**src/sv/dpr_pkg.sv**
```systemverilog
// dpr_pkg: widths, register map, reset values and shared types for the
// disparity reprojection pipeline; no dependencies
`timescale 1ns / 1ps
`default_nettype none

package dpr_pkg;

    // input field widths
    localparam int DISP_BITS  = 8;
    localparam int COORD_BITS = 12;

    // calibration register widths
    localparam int F_W  = 20;
    localparam int B_W  = 21;
    localparam int NB_W = B_W + 1;
    localparam int C_W  = 16;
    localparam int Z_W  = 24;

    // result widths and quotient width
    localparam int XY_W = 25;
    localparam int Q_W  = 25;

    // divider organization: quotient bits resolved per stage
    localparam int DIV_STEPS  = 5;
    localparam int DIV_STAGES = Q_W / DIV_STEPS;

    // datapath widths
    localparam int CS_W   = COORD_BITS + 4;
    localparam int OFF_W  = ((CS_W > C_W) ? CS_W : C_W) + 1;
    localparam int PZ_W   = NB_W + F_W + 1;
    localparam int PXY_W  = NB_W + OFF_W;
    localparam int P_W    = (PZ_W > PXY_W) ? PZ_W : PXY_W;
    localparam int NUM_W  = P_W - 4;
    localparam int HI_W   = NUM_W - Q_W;
    localparam int CMP_W  = (HI_W > DISP_BITS) ? HI_W : DISP_BITS;

    // pipeline depth: multiply, magnitude, divider stages, output
    localparam int NSTG = DIV_STAGES + 3;

    // lane positions
    localparam int LANE_Z = 0;
    localparam int LANE_X = 1;
    localparam int LANE_Y = 2;
    localparam int LANES  = 3;

    // apb port
    localparam int DATA_W = 32;
    localparam int ADDR_W = 5;
    localparam int IDX_W  = ADDR_W - 2;

    typedef enum logic [IDX_W-1:0] {
        REG_FOCAL    = 3'd0,
        REG_BASELINE = 3'd1,
        REG_CENTER_X = 3'd2,
        REG_CENTER_Y = 3'd3,
        REG_Z_MIN    = 3'd4,
        REG_Z_MAX    = 3'd5
    } reg_idx_t;

    // reset calibration
    localparam logic [F_W-1:0]         FOCAL_RST    = 20'd27628;
    localparam logic signed [B_W-1:0]  BASELINE_RST = -21'sd59841;
    localparam logic signed [NB_W-1:0] NEG_BASE_RST = 22'sd59841;
    localparam logic [C_W-1:0]         CENTER_X_RST = 16'd10138;
    localparam logic [C_W-1:0]         CENTER_Y_RST = 16'd7918;
    localparam logic [Z_W-1:0]         Z_MIN_RST    = 24'd100000;
    localparam logic [Z_W-1:0]         Z_MAX_RST    = 24'd1000000;

    // saturation limits on the quotient magnitude
    localparam logic [Q_W-1:0] XY_POS_LIM = 25'h0FFFFFF;
    localparam logic [Q_W-1:0] XY_NEG_LIM = 25'h1000000;

    typedef struct packed {
        logic [F_W-1:0]         focal;
        logic signed [B_W-1:0]  baseline;
        logic signed [NB_W-1:0] neg_baseline;
        logic [C_W-1:0]         center_x;
        logic [C_W-1:0]         center_y;
        logic [Z_W-1:0]         z_min;
        logic [Z_W-1:0]         z_max;
    } cfg_t;

    // one division lane: sign, overflow, partial remainder, dividend/quotient bits
    typedef struct packed {
        logic                 neg;
        logic                 ovf;
        logic [DISP_BITS-1:0] rem;
        logic [Q_W-1:0]       bits;
    } lane_t;

    typedef struct packed {
        logic [DISP_BITS-1:0] d;
        lane_t [LANES-1:0]    lane;
    } div_t;

    // one restoring division step: shift in next dividend bit, shift out quotient bit
    function automatic lane_t div_step(lane_t l, logic [DISP_BITS-1:0] d);
        logic [DISP_BITS:0] t;
        logic               qbit;
        lane_t              r;
        r = l;
        t = {l.rem, l.bits[Q_W-1]};
        if (t >= {1'b0, d})
        begin
            qbit  = 1'b1;
            r.rem = DISP_BITS'(t - {1'b0, d});
        end
        else
        begin
            qbit  = 1'b0;
            r.rem = t[DISP_BITS-1:0];
        end
        r.bits = {l.bits[Q_W-2:0], qbit};
        return r;
    endfunction

endpackage

`default_nettype wire

```
**src/sv/dpr_div.sv**
```systemverilog
// dpr_div: pipelined restoring divider, three lanes sharing one divisor
// depends on dpr_pkg
`timescale 1ns / 1ps
`default_nettype none

module dpr_div (
    input  wire logic [dpr_pkg::DIV_STAGES-1:0] stage_en,
    input  wire logic                           clk,
    input  wire dpr_pkg::div_t                  div_in,
    output dpr_pkg::div_t                       div_out
);

    dpr_pkg::div_t stage_reg  [dpr_pkg::DIV_STAGES];
    dpr_pkg::div_t stage_next [dpr_pkg::DIV_STAGES];

    // each stage resolves DIV_STEPS quotient bits per lane
    always_comb
    begin
        dpr_pkg::div_t cur;
        for (int k = 0; k < dpr_pkg::DIV_STAGES; k++)
        begin
            cur = (k == 0) ? div_in : stage_reg[(k == 0) ? 0 : k - 1];
            for (int l = 0; l < dpr_pkg::LANES; l++)
            begin
                for (int s = 0; s < dpr_pkg::DIV_STEPS; s++)
                begin
                    cur.lane[l] = dpr_pkg::div_step(cur.lane[l], cur.d);
                end
            end
            stage_next[k] = cur;
        end
    end

    always_ff @(posedge clk)
    begin
        for (int k = 0; k < dpr_pkg::DIV_STAGES; k++)
        begin
            if (stage_en[k])
            begin
                stage_reg[k] <= stage_next[k];
            end
        end
    end

    assign div_out = stage_reg[dpr_pkg::DIV_STAGES-1];

endmodule

`default_nettype wire

```
**config.mk**
```make
export PLATFORM = sky130hd
export DESIGN_NAME = dpr_div
export DESIGN_NICKNAME = d
export VERILOG_FILES = /design/src/sv/dpr_pkg.sv /design/src/sv/dpr_div.sv
export SDC_FILE = /design/constraint.sdc
export NUM_CORES = 2
export LEC_CHECK = 0
export BUFFER_PORTS_ARGS = -buffer_cell sky130_fd_sc_hd__clkbuf_2
export CAP_MARGIN = 20
export CORE_MARGIN = 2
export CORE_UTILIZATION = 55
export CTS_CLUSTER_DIAMETER = 40
export DETAILED_ROUTE_END_ITERATION = 12
export PLACE_DENSITY = 0.83
export SYNTH_ARGS = -nofsm -noshare
export SYNTH_HDL_FRONTEND = slang
export SYNTH_SLANG_ARGS = --single-unit
export TNS_END_PERCENT = 1
```
**constraint.sdc**
```tcl
create_clock -name clk -period 15.52 [get_ports clk]
set_input_delay 0.776 -clock clk [delete_from_list [all_inputs] [get_ports clk]]
set_output_delay 0.776 -clock clk [all_outputs]
set_load 0.02 [all_outputs]
```
==> impl_metrics.py <==
metrics = {
    "status": {
        "outcome": "finished, final reports clean",
    },
    "timing": {
        "fin_crit_sh_pct": 83.2,
        "skew_ns": 0.0267,
        "finalSetupTns_ns": 0,
        "fmax_mhz": 77.5,
        "holdWs_ns": 0.269,
        "rsz0062_at_grt": "false",
        "hold_violations": 0,
        "maxSlewHeadroom_pct": 33.8,
        "setup_viol": 0,
        "post-route-min-period_ns": 12.91,
        "worstMarginPinSlew_ns": 0.993,
        "finalMaxSlewViolations": 0,
    },
    "global_routing": {
        "grt_pass1_wl_um": 203000,
        "use_met3_pct": 3.39,
        "grt_use_met2_pct": 47.0,
        "overflow": 0,
        "track_usage_pct": 26.7,
        "antenna_found_initial": 1,
        "busiest_layer": "met2",
        "grt_max_degree": 66,
        "globalRouteMet1Util_pct": 32.9,
        "grt_pass1_vias": 39200,
    },
    "hold_path": {
        "min_to": "stage_reg[0][94]",
        "hold_depth": 1,
        "hp-class": "input port to flip-flop",
        "hold_start": "div_in[89]",
    },
    "route": {
        "routed_wl_um": 128000,
        "ant_nets": 0,
        "drt-initial-drc-count": 3179,
        "routedWlPerCell_um": 19.6,
        "via_per_inst": 6.10,
        "drc": 0,
        "vias": 39900,
        "first_pass_iters": 6,
    },
    "logic_synthesis": {
        "synth_cell_types": 109,
        "synth-compound-area-share_pct": 17.3,
        "syn_inst": 5075,
        "yosysSeqAreaShare_pct": 33.5,
        "synth_fa_ha_area_share_pct": 17.8,
        "syn_avg_cell_area_um2": 9.96,
        "synth_flop_cell": "edfxtp_1",
        "synth_nets": 5869,
        "synthSimpleGateAreaFrac_pct": 12.9,
        "synth_top_family_by_area": "adder cells",
        "yosysWarnings": 0,
        "ys_ff_latch": 565,
        "async_flop_share_pct": 0,
        "muxShareOfSynthArea_pct": 7.10,
        "synth_xor_area_share_pct": 5.68,
        "netlist_area_um2": 50600,
        "synth_edf_count": 565,
    },
    "floorplan": {
        "die-area_um2": 94400,
        "core_area_um2": 91400,
        "die_w_um": 307,
        "rows": 111,
        "die_h_um": 307,
        "io_pins": 232,
        "start_util_pct": 55.3,
    },
    "critical_path": {
        "cp-start-kind": "flip-flop",
        "critPathRequiredTime_ns": 15.93,
        "critPathMaxFanout": 20,
        "r2r-end": "stage_reg[0][437]",
        "worstSetupPathType": "flip-flop to flip-flop",
        "cpPeakStageDelay_ns": 0.59,
        "rr_worst_depth": 49,
        "critPathArrivalTime_ns": 13.32,
        "critPathSlowestCell": "a21oi_2",
        "worstSetupEndpointType": "flip-flop",
        "timing.rr.start": "stage_reg[0][332]",
        "rrSetupSlack_ns": 2.61,
    },
    "clock_network": {
        "cts_root_buf": "clkbuf_16",
        "htree_num_levels": 3,
        "numCtsBuffers": 96,
        "postCtsSetupBuffers": 0,
        "cts_tree": "built",
        "cts_hold_buf": 0,
        "insertion_delay_ns": 0.68,
        "path_clk_slew_ns": 0.06,
        "cts.sinks": 565,
        "cts.path.max_buffers": 3,
        "cts-resized-gates": 0,
    },
    "final_layout": {
        "drive_gt1_share_pct": 14.1,
        "layout.nets": 6079,
        "mostFrequentLayoutCell": "ha_1",
        "nFillCells": 7489,
        "final_cells": 6553,
        "mostFrequentLayoutCells": "ha_1 (600), edfxtp_1 (565), inv_1 (455), nor2_1 (326), a21oi_1 (302)",
        "largest_register_ff_count": 565,
        "syn_to_final_growth_pct": 10.3,
        "postLayoutCoreUtil_pct": 61.1,
        "antenna_cells": 0,
    },
    "placed_design": {
        "dpl.hpwl_um": 94900,
        "place.gp.congestion": 0.961,
        "portBuffers": 231,
        "dp.cells": 6373,
    },
    "run": {
        "drv_cap": 0,
    },
}
## final cells by class
cell class              instances  area (um2)  share of cell area, %
well taps                    1186        1480                   2.66
inverters                     466        1750                   3.14
flip-flops and latches        565       17000                   30.4
clock buffers                 103        2430                   4.35
repair buffers                280        1560                   2.79
multi-input cells            3876       30700                   55.1
clock inverters                77         873                   1.56
## kinds of logic (layout without fill, tap and decap cells)
family | count (synthesis) | count (layout)
AO/OA/AOI/OAI | 1265 | 1265
flip-flops | 565 | 565
buffers and inverters | 634 | 926
AND/OR/NAND/NOR | 1279 | 1279
adder cells (fa/ha/maj) | 675 | 675
XOR/XNOR | 328 | 328
multiplexers | 329 | 329
## critical path, delay by kind of cell (launching register included)
kind                     cells  cell delay, ns
buffers and inverters        8            1.39
flip-flops                   1            0.37
AND/OR/NAND/NOR              7            0.88
AO/OA/AOI/OAI               29            8.36
adder cells (fa/ha/maj)      5            1.60
## Yosys cell counts (118+ instances only)
cell type | n | share of area [%]
a21oi_1 | 302 | 3.0
buf_4 | 118 | 1.8
edfxtp_1 | 565 | 34
ha_1 | 600 | 15
inv_1 | 455 | 3.4
mux2_2 | 189 | 4.2
mux2i_1 | 131 | 2.6
nand2_1 | 248 | 1.8
nand3_1 | 121 | 1.2
nor2_1 | 326 | 2.4
nor2b_1 | 128 | 1.6
o21ai_0 | 287 | 2.8
xnor2_1 | 203 | 3.5
xor2_1 | 125 | 2.2
## worst max-delay path by stage
stage | from | endpoint | slack, ns
final | stage_reg[0][332] | stage_reg[0][437] | 2.61
after detailed placement | div_in[106] | stage_reg[0][26] | 2.55
after global placement | div_in[106] | stage_reg[0][27] | 2.81
after floorplan | stage_reg[0][445] | stage_reg[0][480] | 3.79
after CTS | stage_reg[0][332] | stage_reg[0][441] | 2.70
after global routing | stage_reg[0][219] | stage_reg[0][253] | 1.52
## metrics by stage
| stage | instance area [um2] | worst slack [ns] |
|---|---|---|
| finish | 55800 | 2.61 |
| global route | 55800 | 1.52 |
| CTS | 55800 | 2.70 |
| detailed placement | 52500 | 2.55 |
| global placement | 52500 | 2.81 |
| floorplan | 50600 | 3.79 |
## metal layers
metal  wire, um  part of all wire [%]  vias up
met5          0                     0        -
li1           -                     -    19200
met3       7060                   5.5      355
met4       5950                   4.6        0
met2      62800                    49     1303
met1      52400                    41    19000
Power is not shown: default switching activity piles up to over one toggle a cycle in this logic, so the estimate is an artifact.
