File: config.mk
export PLATFORM = sky130hd
export DESIGN_NAME = dpr_front
export DESIGN_NICKNAME = d
export VERILOG_FILES = /design/src/sv/dpr_pkg.sv /design/src/sv/dpr_front.sv
export SDC_FILE = /design/constraint.sdc
export NUM_CORES = 2
export LEC_CHECK = 0
export ABC_AREA = 1
export BUFFER_PORTS_ARGS = -buffer_cell sky130_fd_sc_hd__buf_2
export CORE_UTILIZATION = 50
export CTS_CLUSTER_DIAMETER = 50
export DETAILED_ROUTE_END_ITERATION = 6
export GPL_ROUTABILITY_DRIVEN = 1
export HOLD_SLACK_MARGIN = 0.02
export PLACE_DENSITY = 0.77
export SYNTH_ARGS = -nofsm -noshare
export SYNTH_HDL_FRONTEND = slang
export SYNTH_SLANG_ARGS = --single-unit
File: constraint.sdc
create_clock -name clk -period 7.8 [get_ports clk]
set_input_delay 0.78 -clock clk [delete_from_list [all_inputs] [get_ports clk]]
set_output_delay 0.78 -clock clk [all_outputs]
set_load 0.05 [all_outputs]
File: src/sv/dpr_pkg.sv
// dpr_pkg: widths, register map, reset values and shared types for the
// disparity reprojection pipeline; no dependencies
`timescale 1ns / 1ps
`default_nettype none

package dpr_pkg;

    // input field widths
    localparam int DISP_BITS  = 8;
    localparam int COORD_BITS = 12;

    // calibration register widths
    localparam int F_W  = 20;
    localparam int B_W  = 21;
    localparam int NB_W = B_W + 1;
    localparam int C_W  = 16;
    localparam int Z_W  = 24;

    // result widths and quotient width
    localparam int XY_W = 25;
    localparam int Q_W  = 25;

    // divider organization: quotient bits resolved per stage
    localparam int DIV_STEPS  = 5;
    localparam int DIV_STAGES = Q_W / DIV_STEPS;

    // datapath widths
    localparam int CS_W   = COORD_BITS + 4;
    localparam int OFF_W  = ((CS_W > C_W) ? CS_W : C_W) + 1;
    localparam int PZ_W   = NB_W + F_W + 1;
    localparam int PXY_W  = NB_W + OFF_W;
    localparam int P_W    = (PZ_W > PXY_W) ? PZ_W : PXY_W;
    localparam int NUM_W  = P_W - 4;
    localparam int HI_W   = NUM_W - Q_W;
    localparam int CMP_W  = (HI_W > DISP_BITS) ? HI_W : DISP_BITS;

    // pipeline depth: multiply, magnitude, divider stages, output
    localparam int NSTG = DIV_STAGES + 3;

    // lane positions
    localparam int LANE_Z = 0;
    localparam int LANE_X = 1;
    localparam int LANE_Y = 2;
    localparam int LANES  = 3;

    // apb port
    localparam int DATA_W = 32;
    localparam int ADDR_W = 5;
    localparam int IDX_W  = ADDR_W - 2;

    typedef enum logic [IDX_W-1:0] {
        REG_FOCAL    = 3'd0,
        REG_BASELINE = 3'd1,
        REG_CENTER_X = 3'd2,
        REG_CENTER_Y = 3'd3,
        REG_Z_MIN    = 3'd4,
        REG_Z_MAX    = 3'd5
    } reg_idx_t;

    // reset calibration
    localparam logic [F_W-1:0]         FOCAL_RST    = 20'd27628;
    localparam logic signed [B_W-1:0]  BASELINE_RST = -21'sd59841;
    localparam logic signed [NB_W-1:0] NEG_BASE_RST = 22'sd59841;
    localparam logic [C_W-1:0]         CENTER_X_RST = 16'd10138;
    localparam logic [C_W-1:0]         CENTER_Y_RST = 16'd7918;
    localparam logic [Z_W-1:0]         Z_MIN_RST    = 24'd100000;
    localparam logic [Z_W-1:0]         Z_MAX_RST    = 24'd1000000;

    // saturation limits on the quotient magnitude
    localparam logic [Q_W-1:0] XY_POS_LIM = 25'h0FFFFFF;
    localparam logic [Q_W-1:0] XY_NEG_LIM = 25'h1000000;

    typedef struct packed {
        logic [F_W-1:0]         focal;
        logic signed [B_W-1:0]  baseline;
        logic signed [NB_W-1:0] neg_baseline;
        logic [C_W-1:0]         center_x;
        logic [C_W-1:0]         center_y;
        logic [Z_W-1:0]         z_min;
        logic [Z_W-1:0]         z_max;
    } cfg_t;

    // one division lane: sign, overflow, partial remainder, dividend/quotient bits
    typedef struct packed {
        logic                 neg;
        logic                 ovf;
        logic [DISP_BITS-1:0] rem;
        logic [Q_W-1:0]       bits;
    } lane_t;

    typedef struct packed {
        logic [DISP_BITS-1:0] d;
        lane_t [LANES-1:0]    lane;
    } div_t;

    // one restoring division step: shift in next dividend bit, shift out quotient bit
    function automatic lane_t div_step(lane_t l, logic [DISP_BITS-1:0] d);
        logic [DISP_BITS:0] t;
        logic               qbit;
        lane_t              r;
        r = l;
        t = {l.rem, l.bits[Q_W-1]};
        if (t >= {1'b0, d})
        begin
            qbit  = 1'b1;
            r.rem = DISP_BITS'(t - {1'b0, d});
        end
        else
        begin
            qbit  = 1'b0;
            r.rem = t[DISP_BITS-1:0];
        end
        r.bits = {l.bits[Q_W-2:0], qbit};
        return r;
    endfunction

endpackage

`default_nettype wire

File: src/sv/dpr_front.sv
// dpr_front: product stage and sign/magnitude stage that seed the divider
// depends on dpr_pkg
`timescale 1ns / 1ps
`default_nettype none

module dpr_front (
    input  wire logic                           clk,
    input  wire logic [1:0]                     stage_en,
    input  wire logic [dpr_pkg::DISP_BITS-1:0]  disparity,
    input  wire logic [dpr_pkg::COORD_BITS-1:0] pixel_column,
    input  wire logic [dpr_pkg::COORD_BITS-1:0] pixel_row,
    input  wire dpr_pkg::cfg_t                  cfg,
    output dpr_pkg::div_t                       front_out
);

    logic [dpr_pkg::DISP_BITS-1:0]     d_reg;
    logic signed [dpr_pkg::P_W-1:0]    prod_reg [dpr_pkg::LANES];
    logic signed [dpr_pkg::P_W-1:0]    prod_next [dpr_pkg::LANES];
    logic signed [dpr_pkg::OFF_W-1:0]  off_x;
    logic signed [dpr_pkg::OFF_W-1:0]  off_y;
    logic signed [dpr_pkg::F_W:0]      focal_s;
    dpr_pkg::div_t                     seed_reg;
    dpr_pkg::div_t                     seed_next;

    // pixel offsets from the principal point, q4
    assign off_x = $signed(dpr_pkg::OFF_W'({pixel_column, 4'b0000}))
                 - $signed(dpr_pkg::OFF_W'(cfg.center_x));
    assign off_y = $signed(dpr_pkg::OFF_W'({pixel_row, 4'b0000}))
                 - $signed(dpr_pkg::OFF_W'(cfg.center_y));
    assign focal_s = $signed({1'b0, cfg.focal});

    // numerators: negated baseline times focal length and offsets
    always_comb
    begin
        prod_next[dpr_pkg::LANE_Z] = cfg.neg_baseline * focal_s;
        prod_next[dpr_pkg::LANE_X] = cfg.neg_baseline * off_x;
        prod_next[dpr_pkg::LANE_Y] = cfg.neg_baseline * off_y;
    end

    // magnitude over 16, overflow check against the divisor, initial remainder
    always_comb
    begin
        logic                          neg;
        logic [dpr_pkg::P_W-1:0]       mag;
        logic [dpr_pkg::NUM_W-1:0]     num;
        logic [dpr_pkg::CMP_W-1:0]     hi_ext;
        logic [dpr_pkg::CMP_W-1:0]     d_ext;
        seed_next.d = d_reg;
        d_ext       = dpr_pkg::CMP_W'(d_reg);
        for (int l = 0; l < dpr_pkg::LANES; l++)
        begin
            neg    = prod_reg[l][dpr_pkg::P_W-1];
            mag    = neg ? dpr_pkg::P_W'(-prod_reg[l]) : dpr_pkg::P_W'(prod_reg[l]);
            num    = mag[dpr_pkg::P_W-1:4];
            hi_ext = dpr_pkg::CMP_W'(num[dpr_pkg::NUM_W-1:dpr_pkg::Q_W]);
            seed_next.lane[l].neg  = neg;
            seed_next.lane[l].ovf  = (hi_ext >= d_ext);
            seed_next.lane[l].rem  = (hi_ext >= d_ext) ? '0
                                   : hi_ext[dpr_pkg::DISP_BITS-1:0];
            seed_next.lane[l].bits = num[dpr_pkg::Q_W-1:0];
        end
    end

    // stage registers
    always_ff @(posedge clk)
    begin
        if (stage_en[0])
        begin
            d_reg <= disparity;
            for (int l = 0; l < dpr_pkg::LANES; l++)
            begin
                prod_reg[l] <= prod_next[l];
            end
        end
        if (stage_en[1])
        begin
            seed_reg <= seed_next;
        end
    end

    assign front_out = seed_reg;

endmodule

`default_nettype wire

==> impl_results.md <==
- Area contributors post-synth: fa_1, edfxtp_1, inv_1, nand2_1, ha_1
- CTS Buf Count: 29
- Commonest register cell after synthesis: edfxtp_1
- Combinational family with the most area after synthesis: adder cells
- Chip Height: 341 um
- Synth Area in Compound Gates: 4.07%
- Die span in x: 341 um
- Root Driver: clkbuf_16
- Part of the cycle the worst path needs: 92.7%
- Hold Path Class: in -> reg
- Multiplexer share of the synthesized area: 0%
- Htree depth: 1
- Yosys warns: 0
- Effective utilization at floorplan: 50.7%
- Crit Path Max Fanout: 12
- DP HPWL: 133000 um
- Setup Skew: 12.3 ps
- TritonRoute pass-1 iters: 6
- Sequential fraction of the synthesis area: 12.7%
- GP Congestion: 0.959
- Number of enable-type register cells in the synthesized netlist: 242
- Via/cell ratio: 5.24
- Worst-Skew Late Latency: 600 ps
- Worst stage delay on the critical path: 560 ps
- Crit. End Element: register
- Wire per inst: 18.2 um
- Number of global-route vias before repair: 48400
- XOR/XNOR Fraction of Synth Area: 3.28%
- Most common cell in the netlist: inv_1
- Max reg flops: 121
- RSZ-0062 raised after global routing: no
- DRC Markers: 0
- Synth Area in Adders: 49.5%
- Synth unique cells: 62
- CP arrival: 7570 ps
- Measured slew at the worst slew-check pin: 892 ps
- Simple-Gate Fraction of Synth Area: 16.1%
- Setup TNS: 0 ps
- Hold Crit Start: disparity[1]
- Setup slack after layout: 573 ps
- Synth area leader: fa_1
- Max Clk Rate: 138 MHz
- #FFs+latches synth: 242
- Post-synth ARST share: 0%
- GRT Resource Usage Total: 27.5%
- Hold-fix buffers, CTS: 0
- Largest net degree at the start of global routing: 69
- Number of I/O pins: 291
- DR iter-0 viols: 3467
- Hold Violations, Final: 0
- Syn_nets: 8553
- CTS resizes: 0
- Die area: 0.116 mm^2
- Num rows: 123
- CP startpoint: cfg[69]
- Worst-path clk slew: 60 ps
- Post-layout minimum cycle time: 7230 ps
- Synth top area share: 41.8%
- Nets: 8835
- Fraction of layout cells with a size suffix above 1: 9.05%
- Status: finished, final reports clean
- Post-synth top cells: inv_1, nand2_1, fa_1, nor2_1, ha_1
- Final setup violation count: 0
- Mapped Avg Cell Area: 8.41 um^2
- R2R Path Start: prod_reg[0][44]
- Filler cell count: 9979
- CP Launch Type: primary input
- Cell Area, Synth: 0.0574 mm^2
- Final slew viol count: 0
- Area Overhead vs Synth: 9.01%
- Dpl cells: 8574
- CTS Buffer Depth: 3
- Fin cells: 8632
- Placement Setup Slack: 62.8 ps
- First-pass GRT wire length: 252000 um
- Clock sinks: 242
- Max-slew headroom: 40.5%
- Grt ovf: 0
- Port Buffer Count: 221
- Most frequent CP cell: nand2_1
- Critical path class: in -> reg
- Core region area: 0.113 mm^2
- CTS tree: done
- Critical path's slowest cell: fa_1
- Antenna viol nets, final: 0
- Initial antenna violation count: 11
- Post-Synthesis Cells: 6823
- Total Wirelength: 157000 um
- Data required, critical path: 8140 ps
- Via count: 45242
- Post-CTS setup buffers: 0
- Max_cap viols: 0
-- metrics by stage --
stage	hold WS [ps]	util, %	area (um^2)
floorplan	426	-	57400
global placement	432	54.4	61600
detailed placement	436	54.4	61600
CTS	318	55.3	62500
global route	333	55.3	62600
finish	351	55.3	62600
-- critical path, delay by kind of cell --
family | cells | cell delay, ps
fa+ha+maj | 8 | 3710
compound gates | 6 | 1130
buf+inv | 7 | 710
simple gates | 11 | 1210
-- logic make-up after synthesis --
logic type,count (synthesis)
buffers and inverters,2177
adders and majority gates,1552
AOI/OAI and AO/OA,397
DFF,242
xor gates and xnor gates,215
and+or+nand+nor,2240
-- path summary, 6_finish.rpt --
check,end,slack (ps),cells after the start
worst min-delay path,d_reg[1],350,1
worst min register to register,front_out[108],450,0
worst max register to register,front_out[68],4250,18
worst max-delay path,prod_reg[0][75],570,32
-- layout make-up --
class	count	area [um^2]	share of cell area (%)
multi-input cells	4404	41900	67.0
inverters	1954	7330	11.7
repair buffers	474	3190	5.10
clock buffers	31	733	1.17
flip-flops and latches	242	7270	11.6
diodes	5	12.5	0.0200
well taps	1500	1880	3.00
clock inverters	22	256	0.410
-- per-layer routing --
layer | wire length, um | track usage [%] | vias to the layer above
met1 | 61200 | 35.3 | 22446
met4 | 6900 | 10.7 | 12
met5 | 77 | 0 | -
li1 | - | - | 20364
met3 | 14000 | 4.85 | 383
met2 | 74600 | 46.4 | 2037
-- cell usage in the layout (no fill, tap or decap), drive strengths merged, types with 6 or more instances in the layout --
cell,count
clkinv,21
a31oi,26
o21ai,122
nor2,531
ha,355
nor4,17
nand2,1413
o21a,11
inv,1950
o211ai,6
edfxtp,242
or2,23
buf,474
nand4,35
a21o,28
clkbuf,31
a21boi,10
fa,1197
o21bai,17
xnor2,72
o31ai,9
nand3b,6
nor3,34
nand3,173
xor2,143
a21oi,149
Power is left out: the tool's default activity adds up to more than one toggle a clock period on the data nets, which glitch-free logic cannot reach.
