**src/sv/dpr_pkg.sv**
```systemverilog
// dpr_pkg: widths, register map, reset values and shared types for the
// disparity reprojection pipeline; no dependencies
`timescale 1ns / 1ps
`default_nettype none

package dpr_pkg;

    // input field widths
    localparam int DISP_BITS  = 8;
    localparam int COORD_BITS = 12;

    // calibration register widths
    localparam int F_W  = 20;
    localparam int B_W  = 21;
    localparam int NB_W = B_W + 1;
    localparam int C_W  = 16;
    localparam int Z_W  = 24;

    // result widths and quotient width
    localparam int XY_W = 25;
    localparam int Q_W  = 25;

    // divider organization: quotient bits resolved per stage
    localparam int DIV_STEPS  = 5;
    localparam int DIV_STAGES = Q_W / DIV_STEPS;

    // datapath widths
    localparam int CS_W   = COORD_BITS + 4;
    localparam int OFF_W  = ((CS_W > C_W) ? CS_W : C_W) + 1;
    localparam int PZ_W   = NB_W + F_W + 1;
    localparam int PXY_W  = NB_W + OFF_W;
    localparam int P_W    = (PZ_W > PXY_W) ? PZ_W : PXY_W;
    localparam int NUM_W  = P_W - 4;
    localparam int HI_W   = NUM_W - Q_W;
    localparam int CMP_W  = (HI_W > DISP_BITS) ? HI_W : DISP_BITS;

    // pipeline depth: multiply, magnitude, divider stages, output
    localparam int NSTG = DIV_STAGES + 3;

    // lane positions
    localparam int LANE_Z = 0;
    localparam int LANE_X = 1;
    localparam int LANE_Y = 2;
    localparam int LANES  = 3;

    // apb port
    localparam int DATA_W = 32;
    localparam int ADDR_W = 5;
    localparam int IDX_W  = ADDR_W - 2;

    typedef enum logic [IDX_W-1:0] {
        REG_FOCAL    = 3'd0,
        REG_BASELINE = 3'd1,
        REG_CENTER_X = 3'd2,
        REG_CENTER_Y = 3'd3,
        REG_Z_MIN    = 3'd4,
        REG_Z_MAX    = 3'd5
    } reg_idx_t;

    // reset calibration
    localparam logic [F_W-1:0]         FOCAL_RST    = 20'd27628;
    localparam logic signed [B_W-1:0]  BASELINE_RST = -21'sd59841;
    localparam logic signed [NB_W-1:0] NEG_BASE_RST = 22'sd59841;
    localparam logic [C_W-1:0]         CENTER_X_RST = 16'd10138;
    localparam logic [C_W-1:0]         CENTER_Y_RST = 16'd7918;
    localparam logic [Z_W-1:0]         Z_MIN_RST    = 24'd100000;
    localparam logic [Z_W-1:0]         Z_MAX_RST    = 24'd1000000;

    // saturation limits on the quotient magnitude
    localparam logic [Q_W-1:0] XY_POS_LIM = 25'h0FFFFFF;
    localparam logic [Q_W-1:0] XY_NEG_LIM = 25'h1000000;

    typedef struct packed {
        logic [F_W-1:0]         focal;
        logic signed [B_W-1:0]  baseline;
        logic signed [NB_W-1:0] neg_baseline;
        logic [C_W-1:0]         center_x;
        logic [C_W-1:0]         center_y;
        logic [Z_W-1:0]         z_min;
        logic [Z_W-1:0]         z_max;
    } cfg_t;

    // one division lane: sign, overflow, partial remainder, dividend/quotient bits
    typedef struct packed {
        logic                 neg;
        logic                 ovf;
        logic [DISP_BITS-1:0] rem;
        logic [Q_W-1:0]       bits;
    } lane_t;

    typedef struct packed {
        logic [DISP_BITS-1:0] d;
        lane_t [LANES-1:0]    lane;
    } div_t;

    // one restoring division step: shift in next dividend bit, shift out quotient bit
    function automatic lane_t div_step(lane_t l, logic [DISP_BITS-1:0] d);
        logic [DISP_BITS:0] t;
        logic               qbit;
        lane_t              r;
        r = l;
        t = {l.rem, l.bits[Q_W-1]};
        if (t >= {1'b0, d})
        begin
            qbit  = 1'b1;
            r.rem = DISP_BITS'(t - {1'b0, d});
        end
        else
        begin
            qbit  = 1'b0;
            r.rem = t[DISP_BITS-1:0];
        end
        r.bits = {l.bits[Q_W-2:0], qbit};
        return r;
    endfunction

endpackage

`default_nettype wire

```
**src/sv/dpr_regs.sv**
```systemverilog
// dpr_regs: apb calibration register file for the reprojection pipeline
// depends on dpr_pkg
`timescale 1ns / 1ps
`default_nettype none

module dpr_regs (
    input  wire logic                       clk,
    input  wire logic                       rst_n,
    input  wire logic                       psel,
    input  wire logic                       penable,
    input  wire logic                       pwrite,
    input  wire logic [dpr_pkg::ADDR_W-1:0] paddr,
    input  wire logic [dpr_pkg::DATA_W-1:0] pwdata,
    output logic      [dpr_pkg::DATA_W-1:0] prdata,
    output logic                            pready,
    output dpr_pkg::cfg_t                   cfg
);

    dpr_pkg::cfg_t    cfg_reg;
    dpr_pkg::cfg_t    cfg_next;
    dpr_pkg::reg_idx_t idx;
    logic             wr_en;

    assign idx    = dpr_pkg::reg_idx_t'(paddr[dpr_pkg::ADDR_W-1:2]);
    assign wr_en  = psel && penable && pwrite;
    assign pready = 1'b1;
    assign cfg    = cfg_reg;

    // write decode
    always_comb
    begin
        cfg_next = cfg_reg;
        if (wr_en)
        begin
            unique case (idx)
                dpr_pkg::REG_FOCAL:
                    cfg_next.focal = pwdata[dpr_pkg::F_W-1:0];
                dpr_pkg::REG_BASELINE:
                begin
                    cfg_next.baseline     = $signed(pwdata[dpr_pkg::B_W-1:0]);
                    cfg_next.neg_baseline =
                        -dpr_pkg::NB_W'($signed(pwdata[dpr_pkg::B_W-1:0]));
                end
                dpr_pkg::REG_CENTER_X:
                    cfg_next.center_x = pwdata[dpr_pkg::C_W-1:0];
                dpr_pkg::REG_CENTER_Y:
                    cfg_next.center_y = pwdata[dpr_pkg::C_W-1:0];
                dpr_pkg::REG_Z_MIN:
                    cfg_next.z_min = pwdata[dpr_pkg::Z_W-1:0];
                dpr_pkg::REG_Z_MAX:
                    cfg_next.z_max = pwdata[dpr_pkg::Z_W-1:0];
                default:
                    cfg_next = cfg_reg;
            endcase
        end
    end

    // read mux
    always_comb
    begin
        unique case (idx)
            dpr_pkg::REG_FOCAL:    prdata = dpr_pkg::DATA_W'(cfg_reg.focal);
            dpr_pkg::REG_BASELINE: prdata = dpr_pkg::DATA_W'(cfg_reg.baseline);
            dpr_pkg::REG_CENTER_X: prdata = dpr_pkg::DATA_W'(cfg_reg.center_x);
            dpr_pkg::REG_CENTER_Y: prdata = dpr_pkg::DATA_W'(cfg_reg.center_y);
            dpr_pkg::REG_Z_MIN:    prdata = dpr_pkg::DATA_W'(cfg_reg.z_min);
            dpr_pkg::REG_Z_MAX:    prdata = dpr_pkg::DATA_W'(cfg_reg.z_max);
            default:               prdata = '0;
        endcase
    end

    // calibration registers
    always_ff @(posedge clk or negedge rst_n)
    begin
        if (!rst_n)
        begin
            cfg_reg.focal        <= dpr_pkg::FOCAL_RST;
            cfg_reg.baseline     <= dpr_pkg::BASELINE_RST;
            cfg_reg.neg_baseline <= dpr_pkg::NEG_BASE_RST;
            cfg_reg.center_x     <= dpr_pkg::CENTER_X_RST;
            cfg_reg.center_y     <= dpr_pkg::CENTER_Y_RST;
            cfg_reg.z_min        <= dpr_pkg::Z_MIN_RST;
            cfg_reg.z_max        <= dpr_pkg::Z_MAX_RST;
        end
        else
        begin
            cfg_reg <= cfg_next;
        end
    end

endmodule

`default_nettype wire

```
**config.mk**
```make
export PLATFORM = sky130hd
export DESIGN_NAME = dpr_regs
export DESIGN_NICKNAME = d
export VERILOG_FILES = /design/src/sv/dpr_pkg.sv /design/src/sv/dpr_regs.sv
export SDC_FILE = /design/constraint.sdc
export NUM_CORES = 1
export LEC_CHECK = 0
export BUFFER_PORTS_ARGS = -buffer_cell sky130_fd_sc_hd__buf_2
export CAP_MARGIN = 20
export CORE_AREA = 10 10 101 170
export CTS_BUF_LIST = sky130_fd_sc_hd__clkbuf_4
export DETAILED_ROUTE_END_ITERATION = 10
export DIE_AREA = 0 0 111 180
export PLACE_DENSITY = 0.81
export SYNTH_ARGS = -nofsm -noshare
export SYNTH_HDL_FRONTEND = slang
export SYNTH_SLANG_ARGS = --single-unit
```
**constraint.sdc**
```tcl
create_clock -name clk -period 1.3 [get_ports clk]
set_input_delay 0.195 -clock clk [delete_from_list [all_inputs] [get_ports clk]]
set_output_delay 0.195 -clock clk [all_outputs]
set_load 0.005 [all_outputs]
```
==> results.tsv <==
stage	metric	value	unit
worst_setup_path	crit_arrival	1.50	ns
floorplan	coreArea	0.01430	mm2
place	dpl_worst_slack	-0.4055	ns
power_and_ir_drop	seq_power_share	0.436	
sta	fin_setup_tns	-26.87	ns
worst_setup_path	crit_path_top_delay_cell	dfstp_2	
clock_tree	cts_buffer_depth	2	
drt	wl_met2	15500	um
place	numPortBuffers	206	
final_layout	final_nets	990	
global_routing	overflow	0	
logic_synthesis	synth_seq_cells	142	
floorplan	io_pins	218	
logic_synthesis	netlist_top_cells_count	mux2_2 (101), nand2_1 (87), dfrtp_1 (80)	
drt	highest_layer	met4	
worst_setup_path	cpPeakStageDelay	0.58	ns
sta	max_clock_freq	0.5913	GHz
worst_setup_path	crit_required	1.11	ns
worst_setup_path	cp_cell_sequence	nand2_4, inv_4, a221o_1, buf_2	
power_and_ir_drop	p_comb_frac	0.373	
worst_setup_path	criticalPathCategory	flop to output pin	
drt	wl_met1	9510	um
run	cap_violations	0	
power_and_ir_drop	clkPwrFrac	0.191	
clock_tree	clk_latency	0.55	ns
floorplan	die-area	0.01998	mm2
power_and_ir_drop	p_int	9911	uW
clock_tree	cts-root-buf	clkbuf_4	
worst_setup_path	start_kind	flop	
sta	final.period_utilization	1.301	
power_and_ir_drop	p_leak	0.005367	uW
logic_synthesis	ys_types	42	
sta	skew	0	ns
worst_setup_path	crit_fanout	5	
logic_synthesis	syn-cell-area	0.006538	mm2
drt	dr_wl_met3	1907	um
worst_setup_path	cp_num_buf_inv	2	
clock_tree	clock-sinks	142	
place	gp_congestion	0.8765	
clock_tree	cts_made_buffers	17	
logic_synthesis	ys_seq_area_frac	0.5554	
logic_synthesis	async_reset_ff_frac	1.000	
global_routing	grt_first_pass_wirelength	41540	um
drt	drtIter0Drc	418	
power_and_ir_drop	swShare	0.3321	
drt	routed_via_density	5.739	
worst_setup_path	cp-end-kind	output pin	
place	dp_hpwl	17100	um
drt	drc	0	
logic_synthesis	synth_edf_count	0	
logic_synthesis	avgSynthCellArea	11.80	um2
global_routing	antenna_found_initial	4	
clock_tree	cts_tree	yes	
power_and_ir_drop	power.net_switching	4927	uW
logic_synthesis	ys_warn_count	0	
floorplan	die_w	111	um
floorplan	rows	58	
logic_synthesis	synth_cells	554	
logic_synthesis	yosysTopAreaCellShare	0.3062	
drt	routed_wl	28940	um
logic_synthesis	yosys-top-cells-area	dfrtp_1 (31%), dfstp_2 (25%), mux2_2 (17%), a22oi_1 (6.4%), nand2_1 (5.0%)	
sta	finalMaxSlewViolations	0	
power_and_ir_drop	ir_drop	0.0009572	V
drt	vias	6565	
drt	drtAntennaViolNets	0	
global_routing	grt_pass1_vias	6960	
sta	setup_ws	-0.3911	ns
worst_setup_path	crit_family	flip-flops	
drt	wl_per_cell	25.30	um
outcome	violations	setup timing	
logic_synthesis	yosys_most_used_dff	dfrtp_1	
global_routing	grt_max_degree	41	
clock_tree	cts.clk_slew.worst_paths	0.14	ns
sta	setup_viol_count_final	160	
drt	drt_pass1_iterations	5	
final_layout	layout-drive-gt1-share	0.7021	
sta	layout_min_cycle_time	1.691	ns
final_layout	largest_reg_flops	142	
logic_synthesis	synth_fp_nets	597	
final_layout	area_growth	69.80	%
sta	grt_setup_unrepaired	true	
outcome	status	finished with violations	
clock_tree	cts_max_level	4	
sta	final_hold_viol_count	0	
floorplan	die_h	180	um
power_and_ir_drop	power	14840	uW
logic_synthesis	synth_top_cell_by_area	dfrtp_1	
floorplan	start_util	0.4573	
logic_synthesis	yosysMostFrequentCell	mux2_2	
hold_path	hold_path_class	primary input to flop	
global_routing	grt_util_all_layers	0.2637	
power_and_ir_drop	powerDensity	1337	mW/mm2
## power groups by stage
stage / Clock [uW] / Sequential, uW / Combinational, uW
floorplan: 0 / 6260 / 1350
global placement: 0 / 6350 / 2960
detailed placement: 0 / 6370 / 3050
CTS: 2860 / 6300 / 4730
global route: 3070 / 6540 / 5860
finish: 2830 / 6470 / 5540
## cell usage in the layout (no fill, tap or decap), drive strengths merged, types with 14 or more instances in the layout
cell / instances
dlygate4sd3: 16
buf: 411
dfstp: 62
a22oi: 56
dfrtp: 80
nand2: 87
inv: 14
nand3: 21
mux2: 101
clkbuf: 17
## layout make-up
class                           instances  area [um2]
Inverter                                7       33.78
Clock inverter                         15       150.1
Antenna cell                            4       10.01
Sequential cell                       142        3632
Tap cell                              180       225.2
Timing Repair inverter                  1       5.005
Multi-Input combinational cell        351        3186
Clock buffer                           17       127.6
Fill cell                             794        3196
Timing Repair Buffer                  427        3731
## per-layer routing
layer,vias to the layer above,GRT usage
met1,3251,0.2575
met3,142,0.06500
met2,406,0.4711
met4,0,0.1872
met5,-,0
li1,2766,-
## kinds of logic (layout without fill, tap and decap cells)
family | Yosys count | after routing | share of synthesized area
AO/OA/AOI/OAI | 86 | 86 | 0.09665
AND/OR/NAND/NOR | 150 | 150 | 0.1099
multiplexers | 101 | 101 | 0.1740
other | 1 | 5 | 0.0005736
flip-flops | 142 | 142 | 0.5554
XOR/XNOR | 12 | 12 | 0.01608
adder cells (fa/ha/maj) | 1 | 1 | 0.001914
buffers and inverters | 61 | 467 | 0.04555
## worst min-delay path, stage by stage
cell,delay (ns)
buf_2,0.13
buf_4,0.17
nand2_1,0.06
nand2_1,0.05
## final timing paths
check                                          start                    to  slack (ns)  depth (start not counted)
worst min-delay path                       pwdata[3]  cfg[105]$_DFFE_PN1P_        0.05                          4
worst min register to register   cfg[95]$_DFFE_PN1P_   cfg[95]$_DFFE_PN1P_        0.50                          2
min in group asynchronous                      rst_n    cfg[4]$_DFFE_PN0P_        0.07                          2
max in group asynchronous                      rst_n  cfg[130]$_DFFE_PN1P_        0.59                          3
worst max register to register   cfg[42]$_DFFE_PN0P_   cfg[42]$_DFFE_PN0P_        0.11                          4
worst max-delay path            cfg[122]$_DFFE_PN1P_            prdata[20]       -0.39                          4
## through the flow
stage	hold slack [ns]	instances	cell area [um2]	util
floorplan	-0.1006	554	7025	-
global placement	0.1148	964	8668	0.6063
detailed placement	0.1109	964	8668	0.6063
CTS	0.0009036	1091	10450	0.7310
global route	0.008093	1144	11100	0.7765
finish	0.05414	1144	11100	0.7765
## repair_timing
action                                 CTS  global route
cloned                                   1             0
resized for setup                      149            77
endpoints found under the hold margin  137             0
setup buffers                           78            71
pin swaps                               22            15
setup endpoints to repair              175           175
hold buffers                            16             0
Note: power is estimated with default switching activity, not from simulation.
