### config.mk
export PLATFORM = sky130hd
export DESIGN_NAME = dpr_back
export DESIGN_NICKNAME = d
export VERILOG_FILES = /design/src/sv/dpr_pkg.sv /design/src/sv/dpr_back.sv
export SDC_FILE = /design/constraint.sdc
export NUM_CORES = 1
export LEC_CHECK = 0
export BUFFER_PORTS_ARGS = -buffer_cell sky130_fd_sc_hd__buf_2
export CAP_MARGIN = 40
export CORE_AREA = 10 10 121 123
export DETAILED_ROUTE_END_ITERATION = 16
export DIE_AREA = 0 0 131 133
export PLACE_DENSITY = 0.92
export SLEW_MARGIN = 20
export SYNTH_ARGS = -nofsm -noshare
export SYNTH_HDL_FRONTEND = slang
export SYNTH_SLANG_ARGS = --single-unit
export TNS_END_PERCENT = 30
### constraint.sdc
create_clock -name clk -period 5.9 [get_ports clk]
set_input_delay 0 -clock clk [delete_from_list [all_inputs] [get_ports clk]]
set_output_delay 0 -clock clk [all_outputs]
set_load 0.005 [all_outputs]
### src/sv/dpr_pkg.sv
// dpr_pkg: widths, register map, reset values and shared types for the
// disparity reprojection pipeline; no dependencies
`timescale 1ns / 1ps
`default_nettype none

package dpr_pkg;

    // input field widths
    localparam int DISP_BITS  = 8;
    localparam int COORD_BITS = 12;

    // calibration register widths
    localparam int F_W  = 20;
    localparam int B_W  = 21;
    localparam int NB_W = B_W + 1;
    localparam int C_W  = 16;
    localparam int Z_W  = 24;

    // result widths and quotient width
    localparam int XY_W = 25;
    localparam int Q_W  = 25;

    // divider organization: quotient bits resolved per stage
    localparam int DIV_STEPS  = 5;
    localparam int DIV_STAGES = Q_W / DIV_STEPS;

    // datapath widths
    localparam int CS_W   = COORD_BITS + 4;
    localparam int OFF_W  = ((CS_W > C_W) ? CS_W : C_W) + 1;
    localparam int PZ_W   = NB_W + F_W + 1;
    localparam int PXY_W  = NB_W + OFF_W;
    localparam int P_W    = (PZ_W > PXY_W) ? PZ_W : PXY_W;
    localparam int NUM_W  = P_W - 4;
    localparam int HI_W   = NUM_W - Q_W;
    localparam int CMP_W  = (HI_W > DISP_BITS) ? HI_W : DISP_BITS;

    // pipeline depth: multiply, magnitude, divider stages, output
    localparam int NSTG = DIV_STAGES + 3;

    // lane positions
    localparam int LANE_Z = 0;
    localparam int LANE_X = 1;
    localparam int LANE_Y = 2;
    localparam int LANES  = 3;

    // apb port
    localparam int DATA_W = 32;
    localparam int ADDR_W = 5;
    localparam int IDX_W  = ADDR_W - 2;

    typedef enum logic [IDX_W-1:0] {
        REG_FOCAL    = 3'd0,
        REG_BASELINE = 3'd1,
        REG_CENTER_X = 3'd2,
        REG_CENTER_Y = 3'd3,
        REG_Z_MIN    = 3'd4,
        REG_Z_MAX    = 3'd5
    } reg_idx_t;

    // reset calibration
    localparam logic [F_W-1:0]         FOCAL_RST    = 20'd27628;
    localparam logic signed [B_W-1:0]  BASELINE_RST = -21'sd59841;
    localparam logic signed [NB_W-1:0] NEG_BASE_RST = 22'sd59841;
    localparam logic [C_W-1:0]         CENTER_X_RST = 16'd10138;
    localparam logic [C_W-1:0]         CENTER_Y_RST = 16'd7918;
    localparam logic [Z_W-1:0]         Z_MIN_RST    = 24'd100000;
    localparam logic [Z_W-1:0]         Z_MAX_RST    = 24'd1000000;

    // saturation limits on the quotient magnitude
    localparam logic [Q_W-1:0] XY_POS_LIM = 25'h0FFFFFF;
    localparam logic [Q_W-1:0] XY_NEG_LIM = 25'h1000000;

    typedef struct packed {
        logic [F_W-1:0]         focal;
        logic signed [B_W-1:0]  baseline;
        logic signed [NB_W-1:0] neg_baseline;
        logic [C_W-1:0]         center_x;
        logic [C_W-1:0]         center_y;
        logic [Z_W-1:0]         z_min;
        logic [Z_W-1:0]         z_max;
    } cfg_t;

    // one division lane: sign, overflow, partial remainder, dividend/quotient bits
    typedef struct packed {
        logic                 neg;
        logic                 ovf;
        logic [DISP_BITS-1:0] rem;
        logic [Q_W-1:0]       bits;
    } lane_t;

    typedef struct packed {
        logic [DISP_BITS-1:0] d;
        lane_t [LANES-1:0]    lane;
    } div_t;

    // one restoring division step: shift in next dividend bit, shift out quotient bit
    function automatic lane_t div_step(lane_t l, logic [DISP_BITS-1:0] d);
        logic [DISP_BITS:0] t;
        logic               qbit;
        lane_t              r;
        r = l;
        t = {l.rem, l.bits[Q_W-1]};
        if (t >= {1'b0, d})
        begin
            qbit  = 1'b1;
            r.rem = DISP_BITS'(t - {1'b0, d});
        end
        else
        begin
            qbit  = 1'b0;
            r.rem = t[DISP_BITS-1:0];
        end
        r.bits = {l.bits[Q_W-2:0], qbit};
        return r;
    endfunction

endpackage

`default_nettype wire

### src/sv/dpr_back.sv
// dpr_back: depth window check, lateral saturation and output payload register
// depends on dpr_pkg
`timescale 1ns / 1ps
`default_nettype none

module dpr_back (
    input  wire logic                           clk,
    input  wire logic                           load,
    input  wire dpr_pkg::div_t                  div_in,
    input  wire dpr_pkg::cfg_t                  cfg,
    output logic                                pass,
    output logic signed [dpr_pkg::XY_W-1:0]     point_x_um,
    output logic signed [dpr_pkg::XY_W-1:0]     point_y_um,
    output logic        [dpr_pkg::Z_W-1:0]      point_z_um
);

    logic signed [dpr_pkg::XY_W-1:0] x_reg;
    logic signed [dpr_pkg::XY_W-1:0] x_next;
    logic signed [dpr_pkg::XY_W-1:0] y_reg;
    logic signed [dpr_pkg::XY_W-1:0] y_next;
    logic        [dpr_pkg::Z_W-1:0]  z_reg;
    logic        [dpr_pkg::Z_W-1:0]  z_next;
    dpr_pkg::lane_t                  lz;

    // signed, saturated lateral coordinate from sign and quotient magnitude
    function automatic logic signed [dpr_pkg::XY_W-1:0] sat_xy(dpr_pkg::lane_t l);
        logic signed [dpr_pkg::XY_W-1:0] r;
        if (!l.neg)
        begin
            r = (l.ovf || l.bits > dpr_pkg::XY_POS_LIM)
              ? $signed(dpr_pkg::XY_POS_LIM) : $signed(l.bits);
        end
        else
        begin
            r = (l.ovf || l.bits > dpr_pkg::XY_NEG_LIM)
              ? $signed(dpr_pkg::XY_NEG_LIM) : $signed(dpr_pkg::XY_W'(-l.bits));
        end
        return r;
    endfunction

    assign lz = div_in.lane[dpr_pkg::LANE_Z];

    // depth must come from a nonzero disparity, not overflow, be nonnegative and lie inside [z_min, z_max)
    assign pass = (div_in.d != '0) && !lz.ovf
               && !(lz.neg && lz.bits != '0)
               && (lz.bits >= dpr_pkg::Q_W'(cfg.z_min))
               && (lz.bits <  dpr_pkg::Q_W'(cfg.z_max));

    assign x_next = sat_xy(div_in.lane[dpr_pkg::LANE_X]);
    assign y_next = sat_xy(div_in.lane[dpr_pkg::LANE_Y]);
    assign z_next = lz.bits[dpr_pkg::Z_W-1:0];

    // output payload register
    always_ff @(posedge clk)
    begin
        if (load)
        begin
            x_reg <= x_next;
            y_reg <= y_next;
            z_reg <= z_next;
        end
    end

    assign point_x_um = x_reg;
    assign point_y_um = y_reg;
    assign point_z_um = z_reg;

endmodule

`default_nettype wire

==> results.json, run 1 <==
{
  "final-setup-viol-count": 0,
  "yosys_register_bits": 74,
  "yosysTopAreaCell": "edfxtp_1",
  "routed_via_density": 5.734,
  "die_w_um": 131,
  "crit_required_ps": 6040,
  "max_freq_mhz": 386.5,
  "finalInstanceArea_um2": 7112,
  "coreArea_um2": 12360,
  "wl_per_cell_um": 18.27,
  "ys_warn_count": 0,
  "worstSetupStartpoint": "div_in[86]",
  "hold_viol_final": 0,
  "worstSetupPathType": "primary input to register",
  "dpl_cell_area_um2": 6550,
  "cp.arrival_ps": 2720,
  "tightest_slew_ps": 876.5,
  "syn_area_um2": 5316,
  "rows": 41,
  "clock_path_buffers": 2,
  "synth-async-reset-ratio_pct": 0,
  "synth_area_leaders": "edfxtp_1, ha_1, a21oi_1, inv_1, nor2_1",
  "p_per_area_nw_per_um2": 217.2,
  "ant_nets": 0,
  "cts_resized": 0,
  "grt_util_all_layers_pct": 19.56,
  "cpMaxStageDelayCell": "o211ai_1",
  "crit_path_end": "point_y_um[20]$_DFFE_PP_",
  "internal-power_mw": 1.144,
  "relSlewSlack_pct": 41.31,
  "finalWirelength_mm": 17.56,
  "dpl.hpwl_mm": 13.07,
  "outcome": "finished, final reports clean",
  "grt_pass1_wl_mm": 27.41,
  "seq_power_share_pct": 41.8,
  "p_leak_nw": 3.105,
  "fin_nets": 1093,
  "power_frac_clock_pct": 37.3,
  "synth-edff-count": 74,
  "fin_cells": 961,
  "clockRootBuffer": "clkbuf_16",
  "finalPower_mw": 1.545,
  "drt-pass1-iter-count": 5,
  "tritoncts": "done",
  "max_cap_viol_count": 0,
  "cp_max_fo": 12,
  "synthCells": 555,
  "vias": 5510,
  "hold_path_class": "primary input to register",
  "start_util_pct": 43.00,
  "yosysMostFrequentCell": "edfxtp_1",
  "rsz0062_at_grt": "no",
  "drc": 0,
  "synth_top_area_share_pct": 41.80,
  "ys_seq_area_share_pct": 41.80,
  "p_sw_mw": 0.4007,
  "drtIter0Drc": 548,
  "path_cells": "dlygate4sd3_1 -> buf_2 -> nand2_1 -> or4_1 -> o211ai_1 -> buf_4 -> a21oi_1 -> a311oi_1",
  "crit_path_end_kind": "register",
  "synth_flop_cell": "edfxtp_1",
  "dieArea_um2": 17420,
  "synth.distinct_cells": 54,
  "utilization_pct": 57.52,
  "fin_crit_ps": 2587,
  "worstSetupStartpointType": "primary input",
  "critPathMaxStageDelay_ps": 730,
  "fin_setup_tns_ps": 0,
  "portBuffers": 213,
  "grt_overflow": 0,
  "numCtsBuffers": 9,
  "grt_pass1_vias": 5480,
  "ctsHtreeMaxLevel": 3,
  "power_switching_share_pct": 25.94,
  "placed_cells": 920,
  "drv_slew": 0,
  "gp_congestion": 0.9038,
  "grt_start_max_net_pins": 42,
  "drive_above_1_share_pct": 31.00,
  "synth_nets": 864,
  "design.portCount": 333,
  "clkSinkCount": 74,
  "syn_avg_cell_area_um2": 9.579,
  "area_growth_pct": 33.77,
  "synth_common_cells": "edfxtp_1, inv_1, ha_1, nor2_1, a21oi_1",
  "die_h_um": 133,
  "antenna_found_initial": 2,
  "p_comb_share_pct": 20.9,
  "peakVddDrop_v": 0.0001082,
  "fin_crit_sh_pct": 43.85,
  "clk_transition_reported_paths_ps": 60
}
==> cell families (layout without fill, tap and decap cells) <==
family | Yosys count | in the layout | synth area share [%]
buf+inv | 83 | 315 | 6.307
flops | 74 | 74 | 41.80
simple gates | 197 | 197 | 19.58
other cells | 0 | 2 | 0
compound gates | 150 | 150 | 20.31
fa+ha+maj | 51 | 51 | 12.00
==> cell usage in the layout (no fill, tap or decap), types with 22 or more instances in the layout <==
cell	count
buf_2	212
edfxtp_1	74
inv_1	54
ha_1	51
nor2_1	49
a21oi_1	44
nand2_1	26
dlygate4sd3_1	25
nor3_1	22
==> worst min path at each step <==
stage	start	to	slack (ps)	cells past startpoint
global route	div_in[56]	point_x_um[21]$_DFFE_PP_	20	2
finish	div_in[103]	point_y_um[1]$_DFFE_PP_	20	2
global placement	div_in[22]	point_z_um[22]$_DFFE_PP_	230	1
CTS	div_in[56]	point_x_um[21]$_DFFE_PP_	7	2
detailed placement	div_in[14]	point_z_um[14]$_DFFE_PP_	240	1
floorplan	div_in[0]	point_z_um[0]$_DFFE_PP_	100	0
==> worst max-delay path: cells and delay by family <==
family | cells | cell delay (ps)
simple gates | 2 | 600
compound gates | 3 | 1110
buf+inv | 3 | 1000
==> final cells by class <==
type / count / area, µm²
fill: 1031 / 5251
multi-input combinational: 398 / 2765
sequential: 74 / 2222
timing repair buffer: 245 / 1388
clock buffer: 9 / 225.2
tap: 172 / 215.2
inverter: 56 / 210.2
clock inverter: 5 / 81.33
antenna: 2 / 5.005
==> sequential cells by signal, summed over array words and instances, names as in the netlist <==
signal,cells
point_x_um,25
point_y_um,25
point_z_um,24
==> routing by layer <==
metal	track usage (%)	vias to the layer above	routed length [µm]
met2	30.20	283	8103
met4	10.69	0	664
met5	0	-	0
li1	-	2627	-
met1	23.58	2546	7065
met3	6.073	54	1723
==> per-stage QoR <==
stage	hold slack [ps]	worst slack [ps]
4_1_cts	7.127	3374
3_3_place_gp	234.3	3156
2_1_floorplan	98.87	3598
5_1_grt	17.01	3226
6_report	21.02	3313
3_5_place_dp	239.6	3288
==> power by group through the flow <==
stage	clock, mW	sequential (mW)	combinational (mW)
finish	0.576	0.646	0.322
global route	0.613	0.651	0.360
CTS	0.591	0.646	0.318
detailed placement	0	0.656	0.303
global placement	0	0.655	0.293
floorplan	0	0.665	0.126
==> timing repair <==
item / CTS / global route
endpoints found under the hold margin: 25 / 0
hold buffers: 25 / 0
endpoints found under the setup margin: 0 / 0
setup buffers: 0 / 0
Note: power is estimated with default switching activity, not from simulation.
==> run 2: changes to the inputs <==
--- a/config.mk
+++ b/config.mk
@@ -7,10 +7,10 @@
 export LEC_CHECK = 0
 export BUFFER_PORTS_ARGS = -buffer_cell sky130_fd_sc_hd__buf_2
 export CAP_MARGIN = 40
-export CORE_AREA = 10 10 121 123
+export CORE_MARGIN = 10
+export CORE_UTILIZATION = 40
 export DETAILED_ROUTE_END_ITERATION = 16
-export DIE_AREA = 0 0 131 133
-export PLACE_DENSITY = 0.92
+export PLACE_DENSITY = 0.9
 export SLEW_MARGIN = 20
 export SYNTH_ARGS = -nofsm -noshare
 export SYNTH_HDL_FRONTEND = slang
==> constraint.sdc (replaced) <==
create_clock -name clk -period 2.1 [get_ports clk]
set_input_delay 0 -clock clk [delete_from_list [all_inputs] [get_ports clk]]
set_output_delay 0 -clock clk [all_outputs]
set_load 0.005 [all_outputs]
==> results.json, run 2 (synthesized netlist as in run 1, its figures left out) <==
{
  "use_met3_pct": 5.861,
  "worstSetupPathType": "primary input to output port",
  "diodes": 0,
  "finalWirelength_mm": 18.40,
  "cp_max_fo": 4,
  "grt_start_max_net_pins": 43,
  "max_freq_mhz": 487.3,
  "tightest_slew_ps": 629.1,
  "die_h_um": 135.3,
  "rsz0062_at_grt": "yes",
  "utilization_pct": 57.72,
  "die_w_um": 135.3,
  "peakVddDrop_v": 0.0002836,
  "max_cap_viol_count": 0,
  "relSlewSlack_pct": 56.98,
  "postCtsSetupRepairBufs": 0,
  "worstHoldEndpoint": "point_y_um[4]$_DFFE_PP_",
  "routed_via_density": 5.677,
  "portBuffers": 213,
  "final_common_cell": "buf_2",
  "internal-power_mw": 3.159,
  "p_sw_mw": 1.169,
  "finalInstanceArea_um2": 7584,
  "dieArea_um2": 18300,
  "final-setup-viol-count": 0,
  "worstSetupStartpointType": "primary input",
  "fin_ws_ps": 47.77,
  "clkSinkCount": 74,
  "dpl.hpwl_mm": 14.04,
  "start_util_pct": 40.47,
  "crit_path_end_kind": "output port",
  "seq_power_share_pct": 42.1,
  "ant_nets": 0,
  "drtIter0Drc": 613,
  "finalPower_mw": 4.328,
  "dpl_worst_slack_ps": -283.8,
  "power_frac_clock_pct": 34.9,
  "crit_required_ps": 2100,
  "drc": 0,
  "vias": 5745,
  "gp_congestion": 0.9233,
  "grt_pass1_vias": 5840,
  "grt_util_all_layers_pct": 19.13,
  "tritoncts": "done",
  "ctsHtreeMaxLevel": 3,
  "wl_per_cell_um": 18.18,
  "area_growth_pct": 42.65,
  "fin_nets": 1140,
  "holdPathStages": 2,
  "grt_pass1_wl_mm": 28.81,
  "clock_path_buffers": 2,
  "fin_crit_sh_pct": 97.73,
  "grt_use_met2_pct": 32.45,
  "antenna_found_initial": 0,
  "hold_path_class": "primary input to register",
  "rows": 42,
  "hold_viol_final": 0,
  "grt_busiest_layer": "met2",
  "cp.arrival_ps": 2050,
  "p_comb_share_pct": 22.9,
  "clockRootBuffer": "clkbuf_16",
  "layout_common_cells": "buf_2, edfxtp_1, inv_1",
  "fin_crit_ps": 2052,
  "dpl_cell_area_um2": 6995,
  "placed_cells": 972,
  "drv_slew": 0,
  "power_switching_share_pct": 27.01,
  "design.portCount": 333,
  "coreArea_um2": 13140,
  "met1_usage_pct": 22.20,
  "p_per_area_nw_per_um2": 570.7,
  "fin_cells": 1012,
  "clk_transition_reported_paths_ps": 60,
  "numCtsBuffers": 9,
  "drive_above_1_share_pct": 36.48,
  "outcome": "finished, final reports clean",
  "grt_overflow": 0,
  "drt-pass1-iter-count": 5,
  "p_leak_nw": 3.346,
  "holdCritStartpoint": "div_in[74]"
}
-- run 2: cell types whose count changed in the layout (fill, tap and decap cells not counted), sizes merged --
cell	change
buf	+48
clkinv	+1
bufinv	-1
diode	-2
clkinvlp	+1
clkbuf	+1
dlygate4sd3	-1
-- run 2: layer usage --
layer | vias up | share of wire (%)
met5 | - | 0
met2 | 302 | 49
met3 | 32 | 9.5
li1 | 2727 | -
met4 | 0 | 2.0
met1 | 2684 | 40
-- run 2: layout make-up --
| class | instances | area [µm²] |
|---|---|---|
| Sequential cell | 74 | 2222 |
| Tap cell | 176 | 220.2 |
| Inverter | 56 | 210.2 |
| Clock inverter | 6 | 57.56 |
| Fill cell | 1089 | 5554 |
| Clock buffer | 10 | 229.0 |
| Multi-Input combinational cell | 398 | 2873 |
| Timing Repair Buffer | 292 | 1772 |
-- run 2: repair_timing --
item	4_1_cts	5_1_grt
setup endpoints to repair	0	3
resized for setup	0	11
hold endpoints to repair	24	0
hold buffers	24	0
-- run 2: worst max-delay path by stage --
| stage | startpoint | end | slack, ps |
|---|---|---|---|
| 4_1_cts | div_in[21] | pass | 10 |
| 2_1_floorplan | div_in[54] | point_x_um[12]$_DFFE_PP_ | -140 |
| 6_report | div_in[18] | pass | 50 |
| 3_3_place_gp | div_in[56] | point_x_um[15]$_DFFE_PP_ | -190 |
| 5_1_grt | div_in[21] | pass | -80 |
| 3_5_place_dp | div_in[56] | point_x_um[15]$_DFFE_PP_ | -280 |
-- run 2: per-stage QoR --
stage / setup TNS [ps] / hold slack (ps)
2_1_floorplan: -2068 / 98.87
3_3_place_gp: -2523 / 232.9
3_5_place_dp: -3959 / 236.1
4_1_cts: 0 / 24.10
5_1_grt: -82.30 / 29.73
6_report: 0 / 46.85
-- run 2: worst max-delay path, stage by stage --
cell and delay [ps]:
dlygate4sd3_1 550, buf_2 170, ha_1 320, nand3b_1 150
nor3_1 70, a221o_1 360, a211oi_2 230, a211oi_1 60
buf_2 140
-- run 2: power by group through the flow --
stage,clock network [mW],logic [mW],registers [mW]
global placement,0,0.898,1.85
finish,1.51,0.993,1.82
global route,1.61,1.10,1.84
floorplan,0,0.364,1.87
detailed placement,0,0.929,1.85
CTS,1.54,0.968,1.82
==> run 3: changes to the inputs <==
--- a/config.mk
+++ b/config.mk
@@ -9,6 +9,7 @@
 export CAP_MARGIN = 40
 export CORE_MARGIN = 10
 export CORE_UTILIZATION = 40
+export CTS_BUF_LIST = sky130_fd_sc_hd__clkbuf_8 sky130_fd_sc_hd__clkbuf_16
 export DETAILED_ROUTE_END_ITERATION = 16
 export PLACE_DENSITY = 0.9
 export SLEW_MARGIN = 20
==> results.json, run 3 (synthesized netlist as in run 1, its figures left out) <==
{
  "max_cap_viol_count": 0,
  "clock_path_buffers": 2,
  "clkSinkCount": 74,
  "fin_crit_sh_pct": 97.58,
  "cp.arrival_ps": 2050,
  "fin_nets": 1140,
  "numCtsBuffers": 9,
  "portBuffers": 213,
  "grt_pass1_wl_mm": 28.81,
  "dpl_cell_area_um2": 6995,
  "drtIter0Drc": 613,
  "die_w_um": 135.3,
  "coreArea_um2": 13140,
  "clockRootBuffer": "clkbuf_16",
  "die_h_um": 135.3,
  "vias": 5761,
  "peakVddDrop_v": 0.0002836,
  "design.portCount": 333,
  "hold_path_class": "primary input to register",
  "worstSetupPathType": "primary input to output port",
  "p_leak_nw": 3.350,
  "diodes": 0,
  "grt_util_all_layers_pct": 19.13,
  "dieArea_um2": 18300,
  "cp_max_fo": 4,
  "relSlewSlack_pct": 56.89,
  "final_common_cell": "buf_2",
  "hold_viol_final": 0,
  "worstSetupStartpointType": "primary input",
  "crit_required_ps": 2100,
  "max_freq_mhz": 488.0,
  "rows": 42,
  "drv_slew": 0,
  "layout_common_cells": "buf_2, edfxtp_1, inv_1",
  "drc": 0,
  "antenna_found_initial": 0,
  "finalInstanceArea_um2": 7584,
  "grt_overflow": 0,
  "area_growth_pct": 42.65,
  "ant_nets": 0,
  "fin_crit_ps": 2049,
  "finalWirelength_mm": 18.44,
  "drt-pass1-iter-count": 5,
  "wl_per_cell_um": 18.22,
  "tritoncts": "done",
  "routed_via_density": 5.693,
  "holdPathStages": 2,
  "finalPower_mw": 4.324,
  "drive_above_1_share_pct": 36.48,
  "dpl.hpwl_mm": 14.04,
  "p_per_area_nw_per_um2": 570.2,
  "rsz0062_at_grt": "yes",
  "grt_pass1_vias": 5840,
  "final-setup-viol-count": 0,
  "gp_congestion": 0.9233,
  "outcome": "finished, final reports clean",
  "grt_start_max_net_pins": 43,
  "ctsHtreeMaxLevel": 3,
  "postCtsSetupRepairBufs": 0,
  "tightest_slew_ps": 630.4,
  "start_util_pct": 40.47,
  "clk_transition_reported_paths_ps": 60,
  "crit_path_end_kind": "output port"
}
==> run 3: changes by cell type in the layout (fill, tap and decap cells not counted) <==
cell | before | now
clkbuf_1 | 1 | 0
inv_1 | 54 | 55
==> run 3: area by class of cell <==
class / count / area (µm²)
Inverter: 56 / 210.2
Fill cell: 1089 / 5554
Tap cell: 176 / 220.2
Multi-Input combinational cell: 398 / 2873
Sequential cell: 74 / 2222
Clock inverter: 7 / 61.31
Timing Repair Buffer: 292 / 1772
Clock buffer: 9 / 225.2
==> run 3: worst paths after layout <==
path / start / to
max: div_in[18] / pass
min: div_in[74] / point_y_um[4]$_DFFE_PP_
==> run 3: critical path, stage by stage <==
cell,delay (ps)
dlygate4sd3_1,550
buf_2,170
ha_1,320
nand3b_1,150
nor3_1,70
a221o_1,360
a211oi_2,220
a211oi_1,60
buf_2,140
==> run 3: metal layers <==
| layer | part of all wire (%) | up-vias | global-route usage [%] |
|---|---|---|---|
| li1 | - | 2725 | - |
| met2 | 49 | 306 | 32.45 |
| met1 | 40 | 2700 | 22.20 |
| met5 | 0 | - | 0 |
| met4 | 2.0 | 0 | 7.117 |
| met3 | 9.6 | 30 | 5.861 |
==> run 3: timing repair <==
item                                    in CTS  in global routing
hold endpoints to repair                    24                  0
hold buffers                                24                  0
endpoints found under the setup margin       0                  3
gates resized for setup                      0                 11
==> run 3: power breakdown <==
| group | switching, mW | internal, mW |
|---|---|---|
| Sequential | 0.0381 | 1.78 |
| Combinational | 0.530 | 0.464 |
| Clock | 0.602 | 0.906 |
==> run 3: per-stage QoR <==
stage | TNS (ps) | hold slack [ps] | cells | utilization [%] | setup WS (ps)
2_1_floorplan | -2068 | 98.87 | 555 | - | -142.8
4_1_cts | 0 | 24.10 | 1012 | 57.26 | 14.28
3_5_place_dp | -3959 | 236.1 | 972 | 53.25 | -283.8
3_3_place_gp | -2523 | 232.9 | 972 | 53.25 | -188.3
5_1_grt | -82.30 | 29.73 | 1012 | 57.72 | -82.30
6_report | 0 | 46.44 | 1012 | 57.72 | 50.75
